===== config.mk =====
export PLATFORM = sky130hd
export DESIGN_NAME = pcbf_front
export DESIGN_NICKNAME = d
export VERILOG_FILES = /design/src/sv/pcbf_pkg.sv /design/src/sv/pcbf_front.sv
export SDC_FILE = /design/constraint.sdc
export NUM_CORES = 1
export LEC_CHECK = 0
export BUFFER_PORTS_ARGS = -buffer_cell sky130_fd_sc_hd__clkbuf_2
export CORE_ASPECT_RATIO = 1.1
export CORE_MARGIN = 4
export CORE_UTILIZATION = 51
export CTS_CLUSTER_SIZE = 16
export DETAILED_ROUTE_END_ITERATION = 12
export PLACE_DENSITY = 0.75
export SLEW_MARGIN = 20
export SYNTH_ARGS = -nofsm -noshare
export SYNTH_HDL_FRONTEND = slang
export SYNTH_SLANG_ARGS = --single-unit

===== constraint.sdc =====
create_clock -name clk -period 5 [get_ports clk]
set_input_delay 0.25 -clock clk [delete_from_list [all_inputs] [get_ports clk]]
set_output_delay 0.25 -clock clk [all_outputs]
set_load 0.02 [all_outputs]

===== src/sv/pcbf_pkg.sv =====
// pcbf_pkg: shared types, widths and constants of the point cloud bilateral filter.
// No dependencies; used by every module of the block.
package pcbf_pkg;

  localparam int COORD_W       = 32;
  localparam int NORM_W        = 16;
  localparam int WGT_W         = 16;
  localparam int WSUM_W        = 24;
  localparam int LSUM_W        = 48;
  localparam int MAX_NEIGHBORS = 32;
  localparam int CNT_W         = $clog2(MAX_NEIGHBORS + 1);
  localparam int EXP_DEPTH     = 1024;
  localparam int EXP_AW        = $clog2(EXP_DEPTH);
  localparam logic [31:0] EXP_RATIO = 32'd4228380000;  // about exp(-1/64) in Q0.32
  localparam int Q_DEPTH       = 4;
  localparam int Q_AW          = $clog2(Q_DEPTH);
  localparam int CFG_IDX_W     = 1;
  localparam int CFG_DATA_W    = 32;
  localparam int IN_DATA_W     = 160;
  localparam int OUT_DATA_W    = 96;

  typedef enum logic [CFG_IDX_W-1:0] {
    CFG_INV_D = 1'b0,
    CFG_INV_N = 1'b1
  } cfg_index_t;

  typedef enum logic {
    ITEM_CENTER   = 1'b0,
    ITEM_NEIGHBOR = 1'b1
  } item_kind_t;

  typedef struct packed {
    item_kind_t                 kind;
    logic                       last;
    logic signed [COORD_W-1:0]  px;
    logic signed [COORD_W-1:0]  py;
    logic signed [COORD_W-1:0]  pz;
    logic signed [NORM_W-1:0]   nx;
    logic signed [NORM_W-1:0]   ny;
    logic signed [NORM_W-1:0]   nz;
    logic [WGT_W-1:0]           cw;
  } item_t;

  typedef struct packed {
    logic  valid;
    item_t item;
  } queue_head_t;

  typedef struct packed {
    logic [CFG_DATA_W-1:0] inv_d;
    logic [CFG_DATA_W-1:0] inv_n;
  } cfg_regs_t;

  typedef enum logic [3:0] {
    BS_IDLE,
    BS_SQ,
    BS_MAG,
    BS_SSQ,
    BS_IXLO,
    BS_IXHI,
    BS_IXSUM,
    BS_RD,
    BS_ACC,
    BS_E0,
    BS_E1,
    BS_DIV,
    BS_OMUL,
    BS_OSAT,
    BS_OUT
  } back_state_t;

endpackage


===== src/sv/pcbf_front.sv =====
// pcbf_front: input request acceptance, item decode and the short item queue.
// Depends on pcbf_pkg.
module pcbf_front (
  input  logic                            clk,
  input  logic                            rst_n,
  input  logic                            in_tvalid,
  output logic                            in_tready,
  input  logic [pcbf_pkg::IN_DATA_W-1:0]  in_tdata,
  input  logic                            in_tuser,
  input  logic                            in_tlast,
  input  logic                            rom_busy,
  output pcbf_pkg::queue_head_t           head,
  input  logic                            pop
);

  pcbf_pkg::item_t           q_mem_r [pcbf_pkg::Q_DEPTH];
  logic [pcbf_pkg::Q_AW-1:0] wr_ptr_r, rd_ptr_r;
  logic [pcbf_pkg::Q_AW:0]   cnt_r;
  pcbf_pkg::item_t           item;
  logic                      push;

  always_comb begin
    item.kind = pcbf_pkg::item_kind_t'(in_tuser);
    item.last = in_tlast;
    item.px   = in_tdata[31:0];
    item.py   = in_tdata[63:32];
    item.pz   = in_tdata[95:64];
    item.nx   = in_tdata[111:96];
    item.ny   = in_tdata[127:112];
    item.nz   = in_tdata[143:128];
    item.cw   = in_tdata[159:144];
  end

  assign in_tready = (cnt_r != (pcbf_pkg::Q_AW + 1)'(pcbf_pkg::Q_DEPTH)) && !rom_busy;
  assign push      = in_tvalid && in_tready;

  always_ff @(posedge clk) begin
    if (!rst_n) begin
      wr_ptr_r <= '0;
      rd_ptr_r <= '0;
      cnt_r    <= '0;
    end else begin
      if (push) wr_ptr_r <= wr_ptr_r + 1'b1;
      if (pop)  rd_ptr_r <= rd_ptr_r + 1'b1;
      case ({push, pop})
        2'b10:   cnt_r <= cnt_r + 1'b1;
        2'b01:   cnt_r <= cnt_r - 1'b1;
        default: cnt_r <= cnt_r;
      endcase
    end
  end

  always_ff @(posedge clk) begin
    if (push) q_mem_r[wr_ptr_r] <= item;
  end

  assign head.valid = (cnt_r != '0);
  assign head.item  = q_mem_r[rd_ptr_r];

endmodule


==> load_flow_metrics.sql, run 1 <==
INSERT INTO impl_metrics (metric_group, metric, value, unit) VALUES
('status', 'run_status', 'finished, final reports clean', ''),
('drt', 'drt-pass1-iter-count', '5', ''),
('logic_synthesis', 'synth-warning-count', '0', ''),
('drt', 'routedWlPerCell', '22.9', 'µm'),
('grt', 'globalRoute.totalOverflow', '0', ''),
('logic_synthesis', 'synthTopCellsByArea', 'sky130_fd_sc_hd__edfxtp_1 (82%), sky130_fd_sc_hd__mux4_2 (15%), sky130_fd_sc_hd__dfxtp_1 (0.76%), sky130_fd_sc_hd__buf_6 (0.47%), sky130_fd_sc_hd__buf_2 (0.38%)', ''),
('clock_network', 'numCtsBuffers', '66', ''),
('timing', 'part_of_the_cycle_the_worst_path_needs', '0.626', ''),
('grt', 'grt_first_pass_wirelength', '74700', 'µm'),
('timing', 'maxSlewHeadroom', '0.258', ''),
('power', 'p_clk_frac', '0.384', ''),
('placed_design', 'placed_cells', '1790', ''),
('logic_synthesis', 'syn_area_per_cell', '26.5', 'µm²'),
('cells_and_area', 'share_of_post_route_cells_with_drive_strength_above_1', '0.401', ''),
('power', 'p_comb_frac', '0.103', ''),
('grt', 'all_layer_global_routing_usage', '0.193', ''),
('worst_setup_path', 'worst-path-buf-inv', '2', ''),
('timing', 'period_needed', '3130', 'ps'),
('worst_setup_path', 'worst_ep_arrival_time', '2880', 'ps'),
('power', 'worst_ir_drop_vdd', '0.394', 'mV'),
('timing', 'rsz_0062_raised_after_global_routing', 'false', ''),
('logic_synthesis', 'mappedNetlistNets', '1071', ''),
('worst_setup_path', 'timing.critical_path.from_type', 'register', ''),
('grt', 'grt_pass1_vias', '12400', ''),
('die', 'coreArea', '45900', 'µm²'),
('placed_design', 'dpl.hpwl', '26200', 'µm'),
('clock_network', 'cts.reportedPaths.clkPinSlew', '60', 'ps'),
('timing', 'setup_viol_count_final', '0', ''),
('grt', 'grt_antenna_before_repair', '7', ''),
('worst_setup_path', 'cp_data_required_time', '4750', 'ps'),
('die', 'chipHeight', '235', 'µm'),
('timing', 'report.final.slew_viol_count', '0', ''),
('drt', 'post-route-drc-count', '0', ''),
('die', 'die-area', '50200', 'µm²'),
('drt', 'post_drt_via_cell_ratio', '5.49', ''),
('timing', 'fin_tns_setup', '0', 'ps'),
('worst_setup_path', 'slowest_stage', 'sky130_fd_sc_hd__dfxtp_4', ''),
('die', 'floorplan.initialDensity', '0.519', ''),
('logic_synthesis', 'synth.ff_latch_count', '657', ''),
('die', 'number_of_primary_i_o_pins', '331', ''),
('flow_run', 'max-cap-violations', '0', ''),
('worst_setup_path', 'crit_family', 'flip-flops', ''),
('drt', 'finalWirelength', '47700', 'µm'),
('grt', 'grt_start_max_net_pins', '163', ''),
('power', 'p_leak', '0.0101', 'µW'),
('worst_setup_path', 'worstSetupEndpointType', 'primary output', ''),
('clock_network', 'clock-sinks', '657', ''),
('clock_network', 'clock-root-buffer', 'sky130_fd_sc_hd__clkbuf_16', ''),
('power', 'sequentialPowerShare', '0.512', ''),
('cells_and_area', 'stdcell_count', '2080', ''),
('logic_synthesis', 'most_common_cell_in_the_netlist', 'sky130_fd_sc_hd__edfxtp_1', ''),
('logic_synthesis', 'synth_top_cell_area_share', '0.817', ''),
('die', 'row_count', '82', ''),
('timing', 'tightest_slew', '1110', 'ps'),
('logic_synthesis', 'asyncSetResetFlopFracSynth', '0', ''),
('logic_synthesis', 'syn_inst', '898', ''),
('worst_setup_path', 'crit_path_max_fanout', '43', ''),
('clock_network', 'tritoncts', 'yes', ''),
('clock_network', 'clk_latency', '590', 'ps'),
('timing', 'final_critical_path_setup_slack', '1870', 'ps'),
('power', 'powerDensity', '411', 'nW/µm²'),
('cells_and_area', 'syn2layout_area_growth', '25.5', '%'),
('placed_design', 'gp_congestion', '0.758', ''),
('drt', 'detail-route-antenna-nets', '0', ''),
('power', 'switchingPower', '2730', 'µW'),
('timing', 'hold_viol', '0', ''),
('worst_setup_path', 'crit_chain', 'buf_4 -> mux4_2 -> clkbuf_2', ''),
('logic_synthesis', 'mappedNetlistArea', '23800', 'µm²'),
('clock_network', 'htree_levels', '3', ''),
('logic_synthesis', 'post-synth-top-area-cell', 'sky130_fd_sc_hd__edfxtp_1', ''),
('worst_setup_path', 'crit_type', 'register to primary output', '');
==> path summary, 6_finish.rpt <==
kind | from | endpoint | slack, ps | cells past startpoint
worst min register to register | wr_ptr_r[1]$_SDFFE_PN0P_ | wr_ptr_r[1]$_SDFFE_PN0P_ | 500 | 2
worst min-delay path | pop | register | 60 | 3
worst max register to register | cnt_r[1]$_SDFFE_PN0P_ | q_mem_r[2][6]$_DFFE_PP_ | 2270 | 4
worst max-delay path | register | head[109] | 1870 | 3
==> cell type report <==
type	instances	area [µm²]
inverter	6	22.5
tap	588	736
sequential	657	19600
antenna	8	20.0
multi-input combinational	198	3930
clock inverter	27	203
timing repair buffer	504	3470
clock buffer	92	1880
fill	2917	16000
==> layer usage <==
metal	part of all wire	vias to the layer above	wire [µm]	GRT usage
li1	-	4960	-	-
met3	0.084	92	4020	0.0650
met5	0	-	0	0
met2	0.50	427	23900	0.305
met1	0.39	5948	18400	0.254
met4	0.030	0	1440	0.0737
==> placed cells by master (no fill, tap or decap), drive strengths merged <==
master and n:
a21oi 2, mux4 162, ha 5, edfxtp 648
dfxtp 9, o21ai 2, nor2 1, xnor2 2
diode 8, or3 2, clkbuf 422, xor2 2
nand2 6, and2 9, clkinvlp 1, nand2b 1
a21boi 1, bufinv 3, fa 1, dlygate4sd3 163
buf 11, inv 8, clkinv 21, mux2i 2
==> power by group through the flow <==
stage | logic, µW | clock network (µW) | registers [µW]
2_1_floorplan | 760 | 0 | 6370
3_5_place_dp | 1170 | 0 | 6410
4_1_cts | 1280 | 4810 | 6290
6_report | 1270 | 4720 | 6290
5_1_grt | 1350 | 5060 | 6300
3_3_place_gp | 1150 | 0 | 6390
==> state kept, by name, summed over array words and instances (netlist names), named ones only <==
signal    flops
cnt_r         3
wr_ptr_r      2
q_mem_r     648
rd_ptr_r      2
==> cells by family (layout without fill, tap and decap cells) <==
logic type               Yosys count  count (layout)  synth area share
adder cells (fa/ha/maj)            6               6           0.00347
multiplexers                     164             164             0.154
buffers and inverters             43             629            0.0109
AND/OR/NAND/NOR                   19              19           0.00426
flip-flops                       657             657             0.825
XOR/XNOR                           4               4           0.00147
AO/OA/AOI/OAI                      5               5           0.00116
other                              0               8                 0
==> stage by stage <==
| stage | cell area [µm²] | util |
|---|---|---|
| after floorplan | 23800 | - |
| after global placement | 26200 | 0.570 |
| after detailed placement | 26200 | 0.570 |
| after CTS | 29900 | 0.651 |
| after global routing | 29900 | 0.652 |
| final | 29900 | 0.652 |
==> worst min-delay path, cell delays in order <==
cell                       delay [ps]
sky130_fd_sc_hd__clkbuf_2         130
sky130_fd_sc_hd__xor2_1            80
sky130_fd_sc_hd__and2_1           140
==> repair_timing <==
action                                 CTS  global route
endpoints found under the hold margin  654             0
resized for setup                        0             0
buffers inserted                         0             0
hold buffers                           163             0
(Power assumes the default switching activity.)
==> run 2, diff against run 1 <==
==> constraint.sdc (replaced) <==
create_clock -name clk -period 2.6 [get_ports clk]
set_input_delay 0.13 -clock clk [delete_from_list [all_inputs] [get_ports clk]]
set_output_delay 0.13 -clock clk [all_outputs]
set_load 0.02 [all_outputs]
==> run 2 against run 1 <==
- clock skew up 14 ps
- worst hold slack gained 29 ps
- largest power group unchanged
- combinational power increased by 100%
- sequential power increased by 92%
- highest routed layer unchanged
- power rose by 89%
- wire length up 2.1%
- cell area up 1.4%
- first-iteration DRC count shrank 1.7%
- sequential share of layout area down 0.88 points
- largest cell class unchanged
- utilization increased by 0.88 points
==> load_flow_metrics.sql, run 2 (synthesis results as in run 1) <==
INSERT INTO impl_metrics (metric_group, metric, value, unit) VALUES
('status', 'run_status', 'finished, final reports clean', ''),
('clock_network', 'clock_tree.buffer_depth', '3', ''),
('timing', 'rsz_0062_raised_after_global_routing', 'false', ''),
('die', 'coreArea', '45900', 'µm²'),
('worst_setup_path', 'regToRegEndpoint', 'cnt_r[2]$_SDFFE_PN0P_', ''),
('worst_setup_path', 'crit_type', 'register to primary output', ''),
('cells_and_area', 'num-nets-final', '1637', ''),
('timing', 'tightest_slew', '500', 'ps'),
('power', 'sequentialPowerShare', '0.520', ''),
('drt', 'finalWirelength', '48700', 'µm'),
('cells_and_area', 'syn2layout_area_growth', '27.2', '%'),
('min_path', 'min_path_type', 'primary input to register', ''),
('worst_setup_path', 'critical_path_depth', '3', ''),
('timing', 'max_clock_freq', '413', 'MHz'),
('grt', 'grt_antenna_before_repair', '4', ''),
('timing', 'hold_viol', '0', ''),
('die', 'row_count', '82', ''),
('drt', 'post-route-drc-count', '0', ''),
('grt', 'grt_use_met1', '0.250', ''),
('worst_setup_path', 'worstSetupEndpointType', 'primary output', ''),
('placed_design', 'dpl.hpwl', '29500', 'µm'),
('worst_setup_path', 'slowest_stage', 'sky130_fd_sc_hd__mux4_2', ''),
('power', 'switchingPower', '5230', 'µW'),
('grt', 'grt_pass1_vias', '12700', ''),
('clock_network', 'clock-root-buffer', 'sky130_fd_sc_hd__clkbuf_16', ''),
('clock_network', 'numCtsBuffers', '60', ''),
('clock_network', 'cts.reportedPaths.clkPinSlew', '60', 'ps'),
('timing', 'maxSlewHeadroom', '0.667', ''),
('worst_setup_path', 'cp_data_required_time', '2470', 'ps'),
('grt', 'use_met2', '0.326', ''),
('worst_setup_path', 'timing.critical_path.slowest_cell_delay', '580', 'ps'),
('worst_setup_path', 'timing.critical_path.from_type', 'register', ''),
('power', 'worst_ir_drop_vdd', '0.605', 'mV'),
('die', 'floorplan.die.width', '214', 'µm'),
('timing', 'period_needed', '2420', 'ps'),
('cells_and_area', 'n_fill_cell', '2833', ''),
('die', 'floorplan.initialDensity', '0.519', ''),
('cells_and_area', 'largest_register_ffs', '648', ''),
('timing', 'setup_viol_count_final', '0', ''),
('worst_setup_path', 'crit_family', 'buffers and inverters', ''),
('timing', 'fin_worst_hold_slack', '87.1', 'ps'),
('power', 'powerDensity', '766', 'nW/µm²'),
('worst_setup_path', 'crit_chain', 'buf_12 -> mux4_2 -> clkbuf_2', ''),
('drt', 'routedWlPerCell', '23.2', 'µm'),
('drt', 'drt-pass1-iter-count', '4', ''),
('drt', 'detail-route-antenna-nets', '0', ''),
('cells_and_area', 'largest_register', 'q_mem_r', ''),
('worst_setup_path', 'worst_ep_arrival_time', '2290', 'ps'),
('power', 'p_clk_frac', '0.370', ''),
('cells_and_area', 'fin_area', '30300', 'µm²'),
('clock_network', 'cts_setup_buffers', '0', ''),
('power', 'p_leak', '0.0103', 'µW'),
('cells_and_area', 'leading_cell_types_in_the_layout_fill_and_taps_excluded', 'sky130_fd_sc_hd__edfxtp_1 (648), sky130_fd_sc_hd__clkbuf_2 (330), sky130_fd_sc_hd__dlygate4sd3_1 (166)', ''),
('worst_setup_path', 'critical_path.endpoint', 'head[100]', ''),
('clock_network', 'ctsResizeCount', '0', ''),
('drt', 'drt_first_iter_violations', '865', ''),
('grt', 'grt_start_max_net_pins', '68', ''),
('worst_setup_path', 'reg2reg_depth', '10', ''),
('clock_network', 'clock-sinks', '657', ''),
('worst_setup_path', 'worst-path-buf-inv', '2', ''),
('grt', 'all_layer_global_routing_usage', '0.195', ''),
('die', 'die-area', '50200', 'µm²'),
('worst_setup_path', 'rrSetupSlack', '520', 'ps'),
('power', 'net_switching_fraction_of_the_power', '0.225', ''),
('placed_design', 'numPortBuffers', '330', ''),
('cells_and_area', 'commonest_non_fill_non_tap_cell_in_the_layout', 'sky130_fd_sc_hd__edfxtp_1', ''),
('worst_setup_path', 'crit_path_max_fanout', '56', ''),
('power', 'cellInternalPower', '18000', 'µW'),
('grt', 'gr-max-usage-layer', 'met2', ''),
('placed_design', 'dpl-instance-area', '26700', 'µm²'),
('flow_run', 'max-cap-violations', '0', ''),
('placed_design', 'gp_congestion', '0.752', ''),
('worst_setup_path', 'rr_startpoint', 'cnt_r[1]$_SDFFE_PN0P_', ''),
('cells_and_area', 'biggestRegsByFlops', 'q_mem_r (648), cnt_r (3)', ''),
('grt', 'met3_use_gr', '0.0579', ''),
('die', 'number_of_primary_i_o_pins', '331', ''),
('die', 'chipHeight', '235', 'µm'),
('grt', 'grt_first_pass_wirelength', '76000', 'µm'),
('clock_network', 'htree_levels', '2', ''),
('power', 'p_comb_frac', '0.111', ''),
('clock_network', 'clk_latency', '610', 'ps'),
('drt', 'vias', '11600', ''),
('clock_network', 'tritoncts', 'yes', ''),
('timing', 'report.final.slew_viol_count', '0', ''),
('timing', 'part_of_the_cycle_the_worst_path_needs', '0.932', ''),
('cells_and_area', 'share_of_post_route_cells_with_drive_strength_above_1', '0.420', ''),
('drt', 'post_drt_via_cell_ratio', '5.49', ''),
('timing', 'fin_worst_skew', '27.2', 'ps'),
('grt', 'globalRoute.totalOverflow', '0', '');
==> run 2: power groups by stage <==
stage | Clock (µW) | Combinational [µW] | Sequential (µW)
floorplan | 0 | 1460 | 12300
global placement | 0 | 2350 | 12300
detailed placement | 0 | 2370 | 12300
CTS | 8750 | 2600 | 12100
global route | 9210 | 2740 | 12100
finish | 8580 | 2570 | 12100
==> run 2: per-layer routing <==
layer	wire [µm]	up-vias
li1	-	5046
met1	18700	5979
met2	24700	433
met3	3880	92
met4	1420	0
met5	0	-
==> run 2: worst min-delay path by stage <==
stage | start | endpoint | slack [ps] | cells past startpoint
finish | rom_busy | wr_ptr_r[0]$_SDFFE_PN0P_ | 90 | 5
global route | rom_busy | wr_ptr_r[0]$_SDFFE_PN0P_ | 100 | 5
CTS | rom_busy | wr_ptr_r[0]$_SDFFE_PN0P_ | 40 | 5
detailed placement | in_tdata[136] | q_mem_r[1][24]$_DFFE_PP_ | 350 | 1
global placement | in_tdata[131] | q_mem_r[0][19]$_DFFE_PP_ | 340 | 1
floorplan | in_tdata[144] | q_mem_r[0][0]$_DFFE_PP_ | 230 | 0
==> run 2: stage by stage <==
stage | util | power, µW | TNS [ps] | std cells | setup slack (ps)
detailed placement | 0.582 | 14700 | 0 | 1824 | 515
global route | 0.661 | 24000 | 0 | 2105 | 34.0
finish | 0.661 | 23200 | 0 | 2105 | 177
CTS | 0.660 | 23400 | 0 | 2101 | 93.1
floorplan | - | 13700 | -454800 | 898 | -702
global placement | 0.582 | 14600 | 0 | 1824 | 590
==> run 2: worst min-delay path: cells and delay by family <==
kind | cells | cell delay (ps)
AND/OR/NAND/NOR | 1 | 90
AO/OA/AOI/OAI | 1 | 40
multiplexers | 1 | 110
buffers and inverters | 2 | 240
==> run 2: cell type report <==
cell class | instances | area (µm²) | share of cell area
diodes | 4 | 10.0 | 0.000330
clock buffers | 67 | 1550 | 0.0511
clock inverters | 44 | 383 | 0.0126
inverters | 6 | 22.5 | 0.000743
multi-input cells | 198 | 3930 | 0.130
flip-flops and latches | 657 | 19600 | 0.648
well taps | 588 | 736 | 0.0243
repair buffers | 541 | 4030 | 0.133
==> run 2: repair_timing <==
action / 4_1_cts / 5_1_grt
hold buffers: 166 / 0
hold endpoints to repair: 657 / 0
setup endpoints to repair: 0 / 0
==> run 3, diff against run 2 <==
--- a/config.mk
+++ b/config.mk
@@ -12,6 +12,7 @@
 export CTS_CLUSTER_SIZE = 16
 export DETAILED_ROUTE_END_ITERATION = 12
 export PLACE_DENSITY = 0.75
+export RECOVER_POWER = 50
 export SLEW_MARGIN = 20
 export SYNTH_ARGS = -nofsm -noshare
 export SYNTH_HDL_FRONTEND = slang
==> run 3 against run 2 <==
- sequential share of layout area up 0.48 points
- clock power about the same
- highest routed layer unchanged
- die area unchanged
- clock-buffer cell count unchanged
- final cell count unchanged
- first-iteration DRC count up 6.8%
- register-to-register slack worse by 170 ps
==> load_flow_metrics.sql, run 3 (synthesis results as in run 1) <==
INSERT INTO impl_metrics (metric_group, metric, value, unit) VALUES
('timing', 'rsz_0062_raised_after_global_routing', 'false', ''),
('die', 'number_of_primary_i_o_pins', '331', ''),
('clock_network', 'numCtsBuffers', '60', ''),
('timing', 'part_of_the_cycle_the_worst_path_needs', '0.934', ''),
('cells_and_area', 'largest_register', 'q_mem_r', ''),
('clock_network', 'clock-root-buffer', 'sky130_fd_sc_hd__clkbuf_16', ''),
('drt', 'detail-route-antenna-nets', '0', ''),
('worst_setup_path', 'crit_chain', 'buf_12 -> mux4_2 -> clkbuf_2', ''),
('cells_and_area', 'num-nets-final', '1637', ''),
('placed_design', 'dpl-instance-area', '26700', 'µm²'),
('timing', 'setup_viol_count_final', '0', ''),
('power', 'p_clk_frac', '0.370', ''),
('clock_network', 'htree_levels', '2', ''),
('min_path', 'min-delay-start', 'rom_busy', ''),
('power', 'powerDensity', '770', 'nW/µm²'),
('placed_design', 'dpl.hpwl', '29500', 'µm'),
('clock_network', 'clock-sinks', '657', ''),
('clock_network', 'ctsResizeCount', '0', ''),
('clock_network', 'tritoncts', 'yes', ''),
('worst_setup_path', 'rr_startpoint', 'cnt_r[0]$_SDFFE_PN0P_', ''),
('worst_setup_path', 'timing.critical_path.slowest_cell_delay', '580', 'ps'),
('timing', 'fin_worst_skew', '27.1', 'ps'),
('cells_and_area', 'biggestRegsByFlops', 'q_mem_r (648), cnt_r (3)', ''),
('cells_and_area', 'leading_cell_types_in_the_layout_fill_and_taps_excluded', 'sky130_fd_sc_hd__edfxtp_1 (648), sky130_fd_sc_hd__clkbuf_1 (171), sky130_fd_sc_hd__clkbuf_2 (169)', ''),
('clock_network', 'clk_latency', '620', 'ps'),
('drt', 'vias', '11600', ''),
('power', 'p_leak', '0.00981', 'µW'),
('worst_setup_path', 'cp_data_required_time', '2470', 'ps'),
('power', 'sequentialPowerShare', '0.521', ''),
('drt', 'drt-pass1-iter-count', '5', ''),
('min_path', 'hold-path-cell-count', '5', ''),
('die', 'coreArea', '45900', 'µm²'),
('grt', 'grt_pass1_vias', '12700', ''),
('worst_setup_path', 'reg2reg_depth', '5', ''),
('drt', 'finalWirelength', '48700', 'µm'),
('timing', 'maxSlewHeadroom', '0.576', ''),
('worst_setup_path', 'worst_ep_arrival_time', '2300', 'ps'),
('die', 'floorplan.die.width', '214', 'µm'),
('cells_and_area', 'share_of_post_route_cells_with_drive_strength_above_1', '0.309', ''),
('flow_run', 'max-cap-violations', '0', ''),
('timing', 'report.final.slew_viol_count', '0', ''),
('placed_design', 'numPortBuffers', '330', ''),
('timing', 'hold_viol', '0', ''),
('die', 'row_count', '82', ''),
('power', 'switchingPower', '5220', 'µW'),
('worst_setup_path', 'timing.critical_path.from_type', 'register', ''),
('worst_setup_path', 'crit_type', 'register to primary output', ''),
('cells_and_area', 'final_core_utilization', '0.656', ''),
('cells_and_area', 'syn2layout_area_growth', '26.3', '%'),
('timing', 'tightest_slew', '637', 'ps'),
('min_path', 'min_path_type', 'primary input to register', ''),
('placed_design', 'gp_congestion', '0.752', ''),
('grt', 'grt_start_max_net_pins', '68', ''),
('power', 'p_comb_frac', '0.109', ''),
('worst_setup_path', 'regToRegEndpoint', 'q_mem_r[2][64]$_DFFE_PP_', ''),
('clock_network', 'clock_tree.buffer_depth', '3', ''),
('worst_setup_path', 'crit_path_max_fanout', '56', ''),
('cells_and_area', 'commonest_non_fill_non_tap_cell_in_the_layout', 'sky130_fd_sc_hd__edfxtp_1', ''),
('power', 'worst_ir_drop_vdd', '0.603', 'mV'),
('worst_setup_path', 'worst-path-buf-inv', '2', ''),
('clock_network', 'cts_setup_buffers', '0', ''),
('worst_setup_path', 'rrSetupSlack', '350', 'ps'),
('die', 'floorplan.initialDensity', '0.519', ''),
('worst_setup_path', 'slowest_stage', 'sky130_fd_sc_hd__mux4_2', ''),
('drt', 'post-route-drc-count', '0', ''),
('grt', 'all_layer_global_routing_usage', '0.195', ''),
('cells_and_area', 'stdcell_count', '2105', ''),
('die', 'die-area', '50200', 'µm²'),
('min_path', 'holdPathEnd', 'wr_ptr_r[0]$_SDFFE_PN0P_', ''),
('cells_and_area', 'fin_area', '30100', 'µm²'),
('power', 'power', '23200', 'µW'),
('clock_network', 'cts.reportedPaths.clkPinSlew', '60', 'ps'),
('worst_setup_path', 'crit_family', 'multiplexers', ''),
('status', 'run_status', 'finished, final reports clean', ''),
('timing', 'period_needed', '2430', 'ps'),
('drt', 'routedWlPerCell', '23.2', 'µm'),
('cells_and_area', 'largest_register_ffs', '648', ''),
('grt', 'grt_first_pass_wirelength', '76000', 'µm'),
('power', 'net_switching_fraction_of_the_power', '0.226', ''),
('grt', 'grt_antenna_before_repair', '4', ''),
('drt', 'post_drt_via_cell_ratio', '5.50', ''),
('drt', 'drt_first_iter_violations', '924', ''),
('grt', 'globalRoute.totalOverflow', '0', ''),
('power', 'cellInternalPower', '17900', 'µW'),
('cells_and_area', 'n_fill_cell', '2938', ''),
('worst_setup_path', 'worstSetupEndpointType', 'primary output', ''),
('die', 'chipHeight', '235', 'µm'),
('timing', 'max_clock_freq', '412', 'MHz'),
('placed_design', 'placed_cells', '1824', '');
run 3: tightest hold or removal path: stages:
cell and delay, ps:
sky130_fd_sc_hd__clkbuf_2 90, sky130_fd_sc_hd__nand2b_1 90, sky130_fd_sc_hd__a21oi_1 40, sky130_fd_sc_hd__clkbuf_1 180, sky130_fd_sc_hd__mux2i_1 150
run 3: what timing repair did:
item                                    CTS  global route
hold endpoints to repair                657             0
hold buffers                            166             0
endpoints found under the setup margin    0             0
run 3: worst max-delay path by stage:
| stage | slack, ps | cells after the start | end | startpoint |
|---|---|---|---|---|
| finish | 170 | 3 | head[100] | register |
| global route | 30 | 3 | head[100] | register |
| CTS | 90 | 3 | head[100] | register |
| detailed placement | 510 | 10 | cnt_r[2]$_SDFFE_PN0P_ | cnt_r[1]$_SDFFE_PN0P_ |
| global placement | 590 | 10 | cnt_r[2]$_SDFFE_PN0P_ | cnt_r[1]$_SDFFE_PN0P_ |
| floorplan | -700 | 3 | q_mem_r[0][0]$_DFFE_PP_ | cnt_r[0]$_SDFFE_PN0P_ |
run 3: area by class of cell:
class	count	area (µm²)	area share
antenna	4	10.0	0.000333
timing repair buffer	541	3810	0.127
clock buffer	67	1550	0.0515
inverter	6	22.5	0.000749
sequential	657	19600	0.653
tap	588	736	0.0245
multi-input combinational	198	3920	0.130
clock inverter	44	383	0.0127
run 3: stage by stage:
step	worst slack (ps)	hold WS, ps	setup TNS (ps)
global route	34.0	185	0
detailed placement	515	349	0
finish	172	149	0
global placement	590	341	0
CTS	93.1	39.8	0
floorplan	-702	229	-454800
run 3: power by group through the flow:
stage	Combinational, µW	Clock, µW	Sequential, µW
2_1_floorplan	1460	0	12300
3_3_place_gp	2350	0	12300
3_5_place_dp	2370	0	12300
4_1_cts	2600	8750	12100
5_1_grt	2700	9210	12100
6_report	2530	8570	12100
run 3: layer usage:
metal,track usage,vias up,share of wire
met3,0.0579,94,0.083
li1,-,5028,-
met4,0.0666,0,0.029
met5,0,-,0
met2,0.326,439,0.51
met1,0.250,6021,0.38
